<file path="src/lfu_pkg.sv">
// Shared types and constants for the LFU frame replacement unit.
// No dependencies; used by the top level.
package lfu_pkg;

   localparam int KEY_SPACE_DEF  = 128;
   localparam int MAX_FRAMES_DEF = 32;

   localparam int KEY_W   = 7;
   localparam int FRAME_W = 6;
   localparam int LIMIT_W = 7;
   localparam int COUNT_W = 10;
   localparam int STAMP_W = 16;

   localparam logic [COUNT_W-1:0] COUNT_MAX   = 10'd1023;
   localparam logic [FRAME_W-1:0] FRAME_RESET = 6'd3;

   typedef struct packed {
      logic [COUNT_W-1:0] count;
      logic [STAMP_W-1:0] stamp;
   } entry_type;

   typedef enum logic [2:0] {
      ST_IDLE,
      ST_HIT_RD,
      ST_HIT_WR,
      ST_SCAN,
      ST_EVICT,
      ST_POST,
      ST_DONE
   } state_type;

endpackage

</file>
<file path="src/lfu_oldest_frame_replacement_unit.sv">
// Top level of the LFU frame replacement unit with oldest-first tie-break.
// Depends on lfu_pkg and lfu_ram.
//
// The unit keeps up to frame_count posted keys out of KEY_SPACE keys. Each
// req word names a key. A hit on a posted key bumps its count (saturating at
// 1023). A miss while frames are free posts the key with count 1 and the
// current sequence stamp. A miss with all frames taken scans every key slot
// through the one read port of the count/stamp RAM, one slot per cycle,
// comparing each posted slot against the best candidate so far (lowest
// count, then largest age, then lowest id). A key_id at or above KEY_SPACE
// changes nothing. One word is worked on at a time; req_ready is high only
// while idle. The rsp word sits in an output register, so a new req word is
// taken while the previous rsp word still waits for rsp_ready. Posted state
// lives in one flip-flop per key slot, cleared by reset, so no clearing pass
// is needed. frame_count is written through csr_wr_en / csr_wr_data; 0 acts
// as 1 and values above MAX_FRAMES act as MAX_FRAMES. Write it only while
// idle.
module lfu_oldest_frame_replacement_unit #(
   parameter int KEY_SPACE  = lfu_pkg::KEY_SPACE_DEF,
   parameter int MAX_FRAMES = lfu_pkg::MAX_FRAMES_DEF
) (
   input  logic                        clock,
   input  logic                        reset,
   input  logic                        req_valid,
   output logic                        req_ready,
   input  logic [lfu_pkg::KEY_W-1:0]   req_key_id,
   output logic                        rsp_valid,
   input  logic                        rsp_ready,
   output logic                        rsp_was_posted,
   output logic                        rsp_evict_valid,
   output logic [lfu_pkg::KEY_W-1:0]   rsp_evicted_id,
   output logic [lfu_pkg::FRAME_W-1:0] rsp_posted_count,
   input  logic                        csr_wr_en,
   input  logic [lfu_pkg::FRAME_W-1:0] csr_wr_data
);

   localparam int KW = $clog2(KEY_SPACE);
   localparam int CW = KW + 1;

   lfu_pkg::state_type state_ff, state_in;

   logic [KW-1:0]                 key_ff, key_in;
   logic [CW-1:0]                 cnt_ff, cnt_in;
   logic                          cmp_vld_ff, cmp_vld_in;
   logic [KW-1:0]                 cmp_idx_ff, cmp_idx_in;
   logic                          found_ff, found_in;
   logic [KW-1:0]                 best_idx_ff, best_idx_in;
   logic [lfu_pkg::COUNT_W-1:0]   best_cnt_ff, best_cnt_in;
   logic [lfu_pkg::STAMP_W-1:0]   best_age_ff, best_age_in;
   logic [KEY_SPACE-1:0]          posted_ff, posted_in;
   logic [lfu_pkg::FRAME_W-1:0]   occupied_ff, occupied_in;
   logic [lfu_pkg::STAMP_W-1:0]   seq_ff, seq_in;
   logic [lfu_pkg::FRAME_W-1:0]   frame_count_ff, frame_count_in;
   logic                          res_posted_ff, res_posted_in;
   logic                          res_evict_ff, res_evict_in;
   logic [lfu_pkg::KEY_W-1:0]     res_evict_id_ff, res_evict_id_in;
   logic                          rsp_valid_ff, rsp_valid_in;
   logic                          rsp_posted_ff, rsp_posted_in;
   logic                          rsp_evict_ff, rsp_evict_in;
   logic [lfu_pkg::KEY_W-1:0]     rsp_evict_id_ff, rsp_evict_id_in;
   logic [lfu_pkg::FRAME_W-1:0]   rsp_count_ff, rsp_count_in;

   logic                          req_accept;
   logic                          key_in_range;
   logic [KW-1:0]                 req_idx;
   logic [lfu_pkg::LIMIT_W-1:0]   limit;
   logic                          frames_full;
   logic                          out_free;

   logic                          ram_wr_en;
   logic [KW-1:0]                 ram_wr_addr;
   lfu_pkg::entry_type            ram_wr_data;
   logic [KW-1:0]                 ram_rd_addr;
   lfu_pkg::entry_type            ram_rd_data;
   logic [lfu_pkg::STAMP_W-1:0]   cmp_age;
   logic                          cmp_better;

   lfu_ram #(
      .WIDTH ($bits(lfu_pkg::entry_type)),
      .DEPTH (KEY_SPACE)
   ) u_entry_ram (
      .clock   (clock),
      .wr_en   (ram_wr_en),
      .wr_addr (ram_wr_addr),
      .wr_data (ram_wr_data),
      .rd_addr (ram_rd_addr),
      .rd_data (ram_rd_data)
   );

   assign req_ready    = (state_ff == lfu_pkg::ST_IDLE);
   assign req_accept   = req_valid && req_ready;
   assign key_in_range = (32'(req_key_id) < KEY_SPACE);
   assign req_idx      = KW'(req_key_id);
   assign out_free     = !rsp_valid_ff || rsp_ready;

   // Effective frame limit: zero acts as one, clamp at MAX_FRAMES.
   always_comb begin
      if (frame_count_ff == '0) begin
         limit = lfu_pkg::LIMIT_W'(1);
      end else if (32'(frame_count_ff) > MAX_FRAMES) begin
         limit = lfu_pkg::LIMIT_W'(MAX_FRAMES);
      end else begin
         limit = lfu_pkg::LIMIT_W'(frame_count_ff);
      end
   end

   assign frames_full = (lfu_pkg::LIMIT_W'(occupied_ff) >= limit);

   // Shared compare unit: candidate from the RAM against the best so far.
   assign cmp_age    = seq_ff - ram_rd_data.stamp;
   assign cmp_better = !found_ff
                       || (ram_rd_data.count < best_cnt_ff)
                       || ((ram_rd_data.count == best_cnt_ff) && (cmp_age > best_age_ff));

   // Next state.
   always_comb begin
      state_in = state_ff;
      case (state_ff)
         lfu_pkg::ST_IDLE: begin
            if (req_accept) begin
               if (!key_in_range) begin
                  state_in = lfu_pkg::ST_DONE;
               end else if (posted_ff[req_idx]) begin
                  state_in = lfu_pkg::ST_HIT_RD;
               end else if (frames_full) begin
                  state_in = lfu_pkg::ST_SCAN;
               end else begin
                  state_in = lfu_pkg::ST_POST;
               end
            end
         end
         lfu_pkg::ST_HIT_RD: state_in = lfu_pkg::ST_HIT_WR;
         lfu_pkg::ST_HIT_WR: state_in = lfu_pkg::ST_DONE;
         lfu_pkg::ST_SCAN: begin
            if (cnt_ff == CW'(KEY_SPACE)) begin
               state_in = lfu_pkg::ST_EVICT;
            end
         end
         lfu_pkg::ST_EVICT:  state_in = lfu_pkg::ST_POST;
         lfu_pkg::ST_POST:   state_in = lfu_pkg::ST_DONE;
         lfu_pkg::ST_DONE: begin
            if (out_free) begin
               state_in = lfu_pkg::ST_IDLE;
            end
         end
         default:            state_in = lfu_pkg::ST_IDLE;
      endcase
   end

   // Datapath and outputs of the sequencer.
   always_comb begin
      key_in          = key_ff;
      cnt_in          = cnt_ff;
      cmp_vld_in      = 1'b0;
      cmp_idx_in      = cnt_ff[KW-1:0];
      found_in        = found_ff;
      best_idx_in     = best_idx_ff;
      best_cnt_in     = best_cnt_ff;
      best_age_in     = best_age_ff;
      posted_in       = posted_ff;
      occupied_in     = occupied_ff;
      seq_in          = seq_ff;
      frame_count_in  = csr_wr_en ? csr_wr_data : frame_count_ff;
      res_posted_in   = res_posted_ff;
      res_evict_in    = res_evict_ff;
      res_evict_id_in = res_evict_id_ff;
      rsp_valid_in    = rsp_valid_ff && !rsp_ready;
      rsp_posted_in   = rsp_posted_ff;
      rsp_evict_in    = rsp_evict_ff;
      rsp_evict_id_in = rsp_evict_id_ff;
      rsp_count_in    = rsp_count_ff;
      ram_wr_en       = 1'b0;
      ram_wr_addr     = key_ff;
      ram_wr_data     = ram_rd_data;
      ram_rd_addr     = key_ff;

      // Fold in the scan word that the registered RAM read returns.
      if (cmp_vld_ff && posted_ff[cmp_idx_ff] && cmp_better) begin
         found_in    = 1'b1;
         best_idx_in = cmp_idx_ff;
         best_cnt_in = ram_rd_data.count;
         best_age_in = cmp_age;
      end

      case (state_ff)
         lfu_pkg::ST_IDLE: begin
            if (req_accept) begin
               key_in          = req_idx;
               cnt_in          = '0;
               found_in        = 1'b0;
               res_posted_in   = 1'b0;
               res_evict_in    = 1'b0;
               res_evict_id_in = '0;
            end
         end
         lfu_pkg::ST_HIT_WR: begin
            // Bump the count, hold the stamp.
            ram_wr_en               = 1'b1;
            ram_wr_data.stamp       = ram_rd_data.stamp;
            ram_wr_data.count       = (ram_rd_data.count == lfu_pkg::COUNT_MAX)
                                      ? ram_rd_data.count : ram_rd_data.count + 1'b1;
            res_posted_in           = 1'b1;
            seq_in                  = seq_ff + 1'b1;
         end
         lfu_pkg::ST_SCAN: begin
            ram_rd_addr = cnt_ff[KW-1:0];
            if (cnt_ff != CW'(KEY_SPACE)) begin
               cmp_vld_in = 1'b1;
               cnt_in     = cnt_ff + 1'b1;
            end
         end
         lfu_pkg::ST_EVICT: begin
            if (found_ff) begin
               posted_in[best_idx_ff] = 1'b0;
               if (occupied_ff != '0) begin
                  occupied_in = occupied_ff - 1'b1;
               end
               res_evict_in    = 1'b1;
               res_evict_id_in = lfu_pkg::KEY_W'(best_idx_ff);
            end
         end
         lfu_pkg::ST_POST: begin
            ram_wr_en           = 1'b1;
            ram_wr_data.count   = lfu_pkg::COUNT_W'(1);
            ram_wr_data.stamp   = seq_ff;
            posted_in[key_ff]   = 1'b1;
            occupied_in         = occupied_ff + 1'b1;
            seq_in              = seq_ff + 1'b1;
         end
         lfu_pkg::ST_DONE: begin
            if (out_free) begin
               rsp_valid_in    = 1'b1;
               rsp_posted_in   = res_posted_ff;
               rsp_evict_in    = res_evict_ff;
               rsp_evict_id_in = res_evict_id_ff;
               rsp_count_in    = occupied_ff;
            end
         end
         default: begin
         end
      endcase
   end

   always_ff @(posedge clock) begin
      if (reset) begin
         state_ff       <= lfu_pkg::ST_IDLE;
         cmp_vld_ff     <= 1'b0;
         posted_ff      <= '0;
         occupied_ff    <= '0;
         seq_ff         <= '0;
         frame_count_ff <= lfu_pkg::FRAME_RESET;
         rsp_valid_ff   <= 1'b0;
      end else begin
         state_ff       <= state_in;
         cmp_vld_ff     <= cmp_vld_in;
         posted_ff      <= posted_in;
         occupied_ff    <= occupied_in;
         seq_ff         <= seq_in;
         frame_count_ff <= frame_count_in;
         rsp_valid_ff   <= rsp_valid_in;
      end
   end

   // Payload and scan registers, no reset.
   always_ff @(posedge clock) begin
      key_ff          <= key_in;
      cnt_ff          <= cnt_in;
      cmp_idx_ff      <= cmp_idx_in;
      found_ff        <= found_in;
      best_idx_ff     <= best_idx_in;
      best_cnt_ff     <= best_cnt_in;
      best_age_ff     <= best_age_in;
      res_posted_ff   <= res_posted_in;
      res_evict_ff    <= res_evict_in;
      res_evict_id_ff <= res_evict_id_in;
      rsp_posted_ff   <= rsp_posted_in;
      rsp_evict_ff    <= rsp_evict_in;
      rsp_evict_id_ff <= rsp_evict_id_in;
      rsp_count_ff    <= rsp_count_in;
   end

   assign rsp_valid        = rsp_valid_ff;
   assign rsp_was_posted   = rsp_posted_ff;
   assign rsp_evict_valid  = rsp_evict_ff;
   assign rsp_evicted_id   = rsp_evict_id_ff;
   assign rsp_posted_count = rsp_count_ff;

endmodule

</file>
<file path="src/lfu_ram.sv">
// Generic single-write, single-read RAM with registered read data.
// No dependencies.
module lfu_ram #(
   parameter int WIDTH = 8,
   parameter int DEPTH = 16
) (
   input  logic                     clock,
   input  logic                     wr_en,
   input  logic [$clog2(DEPTH)-1:0] wr_addr,
   input  logic [WIDTH-1:0]         wr_data,
   input  logic [$clog2(DEPTH)-1:0] rd_addr,
   output logic [WIDTH-1:0]         rd_data
);

   logic [WIDTH-1:0] mem_ff [DEPTH];
   logic [WIDTH-1:0] rd_data_ff;

   always_ff @(posedge clock) begin
      if (wr_en) begin
         mem_ff[wr_addr] <= wr_data;
      end
      rd_data_ff <= mem_ff[rd_addr];
   end

   assign rd_data = rd_data_ff;

endmodule
</file>
<file path="config.mk">
export PLATFORM = sky130hd
export DESIGN_NAME = lfu_oldest_frame_replacement_unit
export DESIGN_NICKNAME = d
export VERILOG_FILES = /design/src/lfu_pkg.sv /design/src/lfu_oldest_frame_replacement_unit.sv /design/src/lfu_ram.sv
export SDC_FILE = /design/constraint.sdc
export NUM_CORES = 2
export LEC_CHECK = 0
export ABC_AREA = 1
export BUFFER_PORTS_ARGS = -buffer_cell sky130_fd_sc_hd__buf_2
export CORE_AREA = 2 2 611 613
export CTS_BUF_LIST = sky130_fd_sc_hd__clkbuf_16
export CTS_CLUSTER_DIAMETER = 60
export DETAILED_ROUTE_END_ITERATION = 16
export DIE_AREA = 0 0 613 615
export GPL_ROUTABILITY_DRIVEN = 1
export GPL_TIMING_DRIVEN = 0
export PLACE_DENSITY_LB_ADDON = 0.1
export RECOVER_POWER = 100
export SYNTH_ARGS = -nofsm -noshare
export SYNTH_HDL_FRONTEND = slang
export SYNTH_SLANG_ARGS = --single-unit
</file>
<file path="constraint.sdc">
create_clock -name clock -period 9 [get_ports clock]
set_input_delay 1.8 -clock clock [delete_from_list [all_inputs] [get_ports clock]]
set_output_delay 1.8 -clock clock [all_outputs]
set_load 0.03 [all_outputs]
</file>
==> metrics <==
initial DRC count 18700; DP HPWL 530000 um; min Tclk post-route 7560 ps; status complete, but fails checks; critical path type reg -> reg; wirelength, routed 714000 um; Ports 35; vias in the first global route 104000; die height 615 um; Post-Syn Area per Cell ~11 um2; Synth top area share 69.2%; Setup Buffers After CTS 0; Register Area approximately 110000 um2; arrival time worst endpoint just over 8000 ps; vias per cell 5.98; Synth area leader edfxtp_1; global-route wire length before repair between 900000 and 1000000 um; CTS max path bufs 4; largest net degree at the start of global routing 66; count leader, synth nand2_1; Post-synth EDFFs 3400; Final Hold Viols 0; Syn Inst Count 12900; Placer Congestion roughly 1.1; distinct cell type count after synthesis between 40 and 50; WL per Instance roughly 37 um; Lkg Pwr 59.8 nW; drt first pass iters 7; Area after DPL around 160000 um2; port bufs 34; final instance area roughly 170000 um2; sequential fraction of the synthesis area between 70% and 80%; Root Buffer clkbuf_16; Syn. warnings 0; skew final 61.6 ps; clk_lat worst skew 1030 ps; clk slew on worst S/H paths around 60 ps; CTS tree done; fillers between 30000 and 40000; global-route usage over all layers 37.0%; fmax 0.132 GHz; Setup TNS 0 ps; Inserted Clock Buffers 413; Main synth FF type edfxtp_1; MaxCap Viol Count 296; fin nets ~14000; post-CTS sizing 0; total area of multi-input combinational cells approximately 37000 um2; Commonest cells post-synth 3796 x nand2_1, 3456 x nand3_1, 3400 x edfxtp_1; Worst-Margin Slew 4410 ps; Syn Std Cell Area 147000 um2; total number of vias ~110k; # setup viols final 0; critical path peak fanout 10; Hold WC Path Type reg -> reg; # rows 224; RSZ-0062 raised after global routing false; relative slew slack -197%; Synth area leaders edfxtp_1 69%, nand3_1 12%, nand2_1 9.7%; total power about 61 mW; H-tree Lvls 5; CP endpoint kind flop; final core utilization 45.7%; peak supply drop 0.240 mV; share of layout cells above drive strength 1 8.32%; GRT Residual Overflow 0; crit start category flop; die area between 300000 and 400000 um2; core area ~370000 um2; area delta synth->final 14.9%; Sink Count about 3600; Die X roughly 600 um; CTS Hold Bufs 0; initial antenna violation count 55; number of synthesized register bits roughly 3600; failing checks capacitance limit, slew limit; final period utilization between 80% and 90%; CP required approximately 9600 ps; max-slew violations 5227; syn nets 13000; Starting Density 39.8%; P per Cell Area 358 nW/um2; DRT antenna net count 0; DRC viols 0; ys async rst share 0%
## state kept, by name (all words and copies together), names as in the netlist
| signal | flops |
|---|---|
| seq_ff | 16 |
| rsp_posted_count | 6 |
| best_idx_ff | 7 |
| u_entry_ram.mem_ff | 3328 |
| found_ff | 1 |
| cmp_idx_ff | 7 |
| u_entry_ram.rd_data | 26 |
| cmp_vld_ff | 1 |
| rsp_was_posted | 1 |
| key_ff | 7 |
| rsp_evict_valid | 1 |
| best_cnt_ff | 10 |
| best_age_ff | 16 |
| cnt_ff | 8 |
| frame_count_ff | 6 |
| rsp_evicted_id | 7 |
| occupied_ff | 6 |
| res_evict_id_ff | 7 |
| res_evict_ff | 1 |
| res_posted_ff | 1 |
| posted_ff | 128 |
| rsp_valid | 1 |
| state_ff | 3 |
## critical path: stages (launching register included)
cell,delay [ps]
edfxtp_1,360
clkbuf_1,260
inv_1,150
nor3_1,1060
clkbuf_1,1150
inv_1,560
nor3_1,580
clkbuf_1,570
clkbuf_1,690
clkbuf_1,580
clkbuf_1,580
clkbuf_1,600
## final cells by class
class                   count  share of cell area, %
plain buffers             847                   2.25
inverters                 213                  0.472
diodes                     38                 0.0561
multi-input cells        8247                   21.8
clock buffers             415                   6.13
repair buffers            413                   1.27
well taps                4972                   3.67
clock inverters           349                   1.83
flip-flops and latches   3595                   62.5
## final timing paths
path                           startpoint                                  end  slack, ps  depth (start not counted)
setup / recovery      key_ff[1]$_DFFE_PP_  u_entry_ram.mem_ff[2][23]$_DFFE_PP_       1440                         11
hold / removal    cnt_ff[5]$_SDFFCE_PN0P_                cmp_idx_ff[5]$_DFF_P_        410                          0
setup reg to reg      key_ff[1]$_DFFE_PP_  u_entry_ram.mem_ff[2][23]$_DFFE_PP_       1440                         11
hold reg to reg   cnt_ff[5]$_SDFFCE_PN0P_                cmp_idx_ff[5]$_DFF_P_        410                          0
## logic make-up (layout without fill, tap and decap cells)
group                    count (synthesis)  in the layout  synth area share, %
adder cells (fa/ha/maj)                 57             57                0.494
buffers and inverters                 1060           2237                 3.13
flip-flops                            3595           3595                 71.9
multiplexers                             1              1              0.00679
XOR/XNOR                                18             18                0.107
other                                    0             38                    0
AO/OA/AOI/OAI                          521            521                 1.86
AND/OR/NAND/NOR                       7650           7650                 22.5
## where the power goes
group          leakage (nW)  switching [mW]  internal (mW)
registers              32.3           0.185           21.8
logic                  20.7            17.9           3.89
clock network          6.91            7.26           9.69
## layout by cell type, fill, tap and decap left out, types with 17 or more instances in the layout
master and instances:
nor2_1 314, nand2_1 3795, nor3_1 57, dfxtp_1 195, bufinv_16 45, clkinv_2 77, clkbuf_16 415, diode_2 38
clkinvlp_4 22, clkbuf_1 644, buf_2 498, ha_1 55, o21ai_0 257, nand3_1 3457, buf_1 72, buf_12 17
edfxtp_1 3400, a21oi_1 198, inv_1 295, a31oi_1 20, clkinv_1 72
## per-layer routing
| layer | vias to the layer above | track usage, % | wire length, um |
|---|---|---|---|
| li1 | 47600 | - | - |
| met4 | 12 | 17.0 | 42500 |
| met2 | 7732 | 52.8 | 294000 |
| met1 | 57400 | 51.9 | 286000 |
| met5 | - | 0 | 78 |
| met3 | 1338 | 10.7 | 91100 |
## metrics by stage
stage                     hold slack, ps  setup WS [ps]  instances
after CTS                            410           3700      19100
after floorplan                      370           1470      12900
after detailed placement             390           3690      18300
after global routing                 414           1750      19100
final                                408           1440      19100
after global placement               397         -12500      17900
No activity file was read; power rests on OpenSTA's default activity.
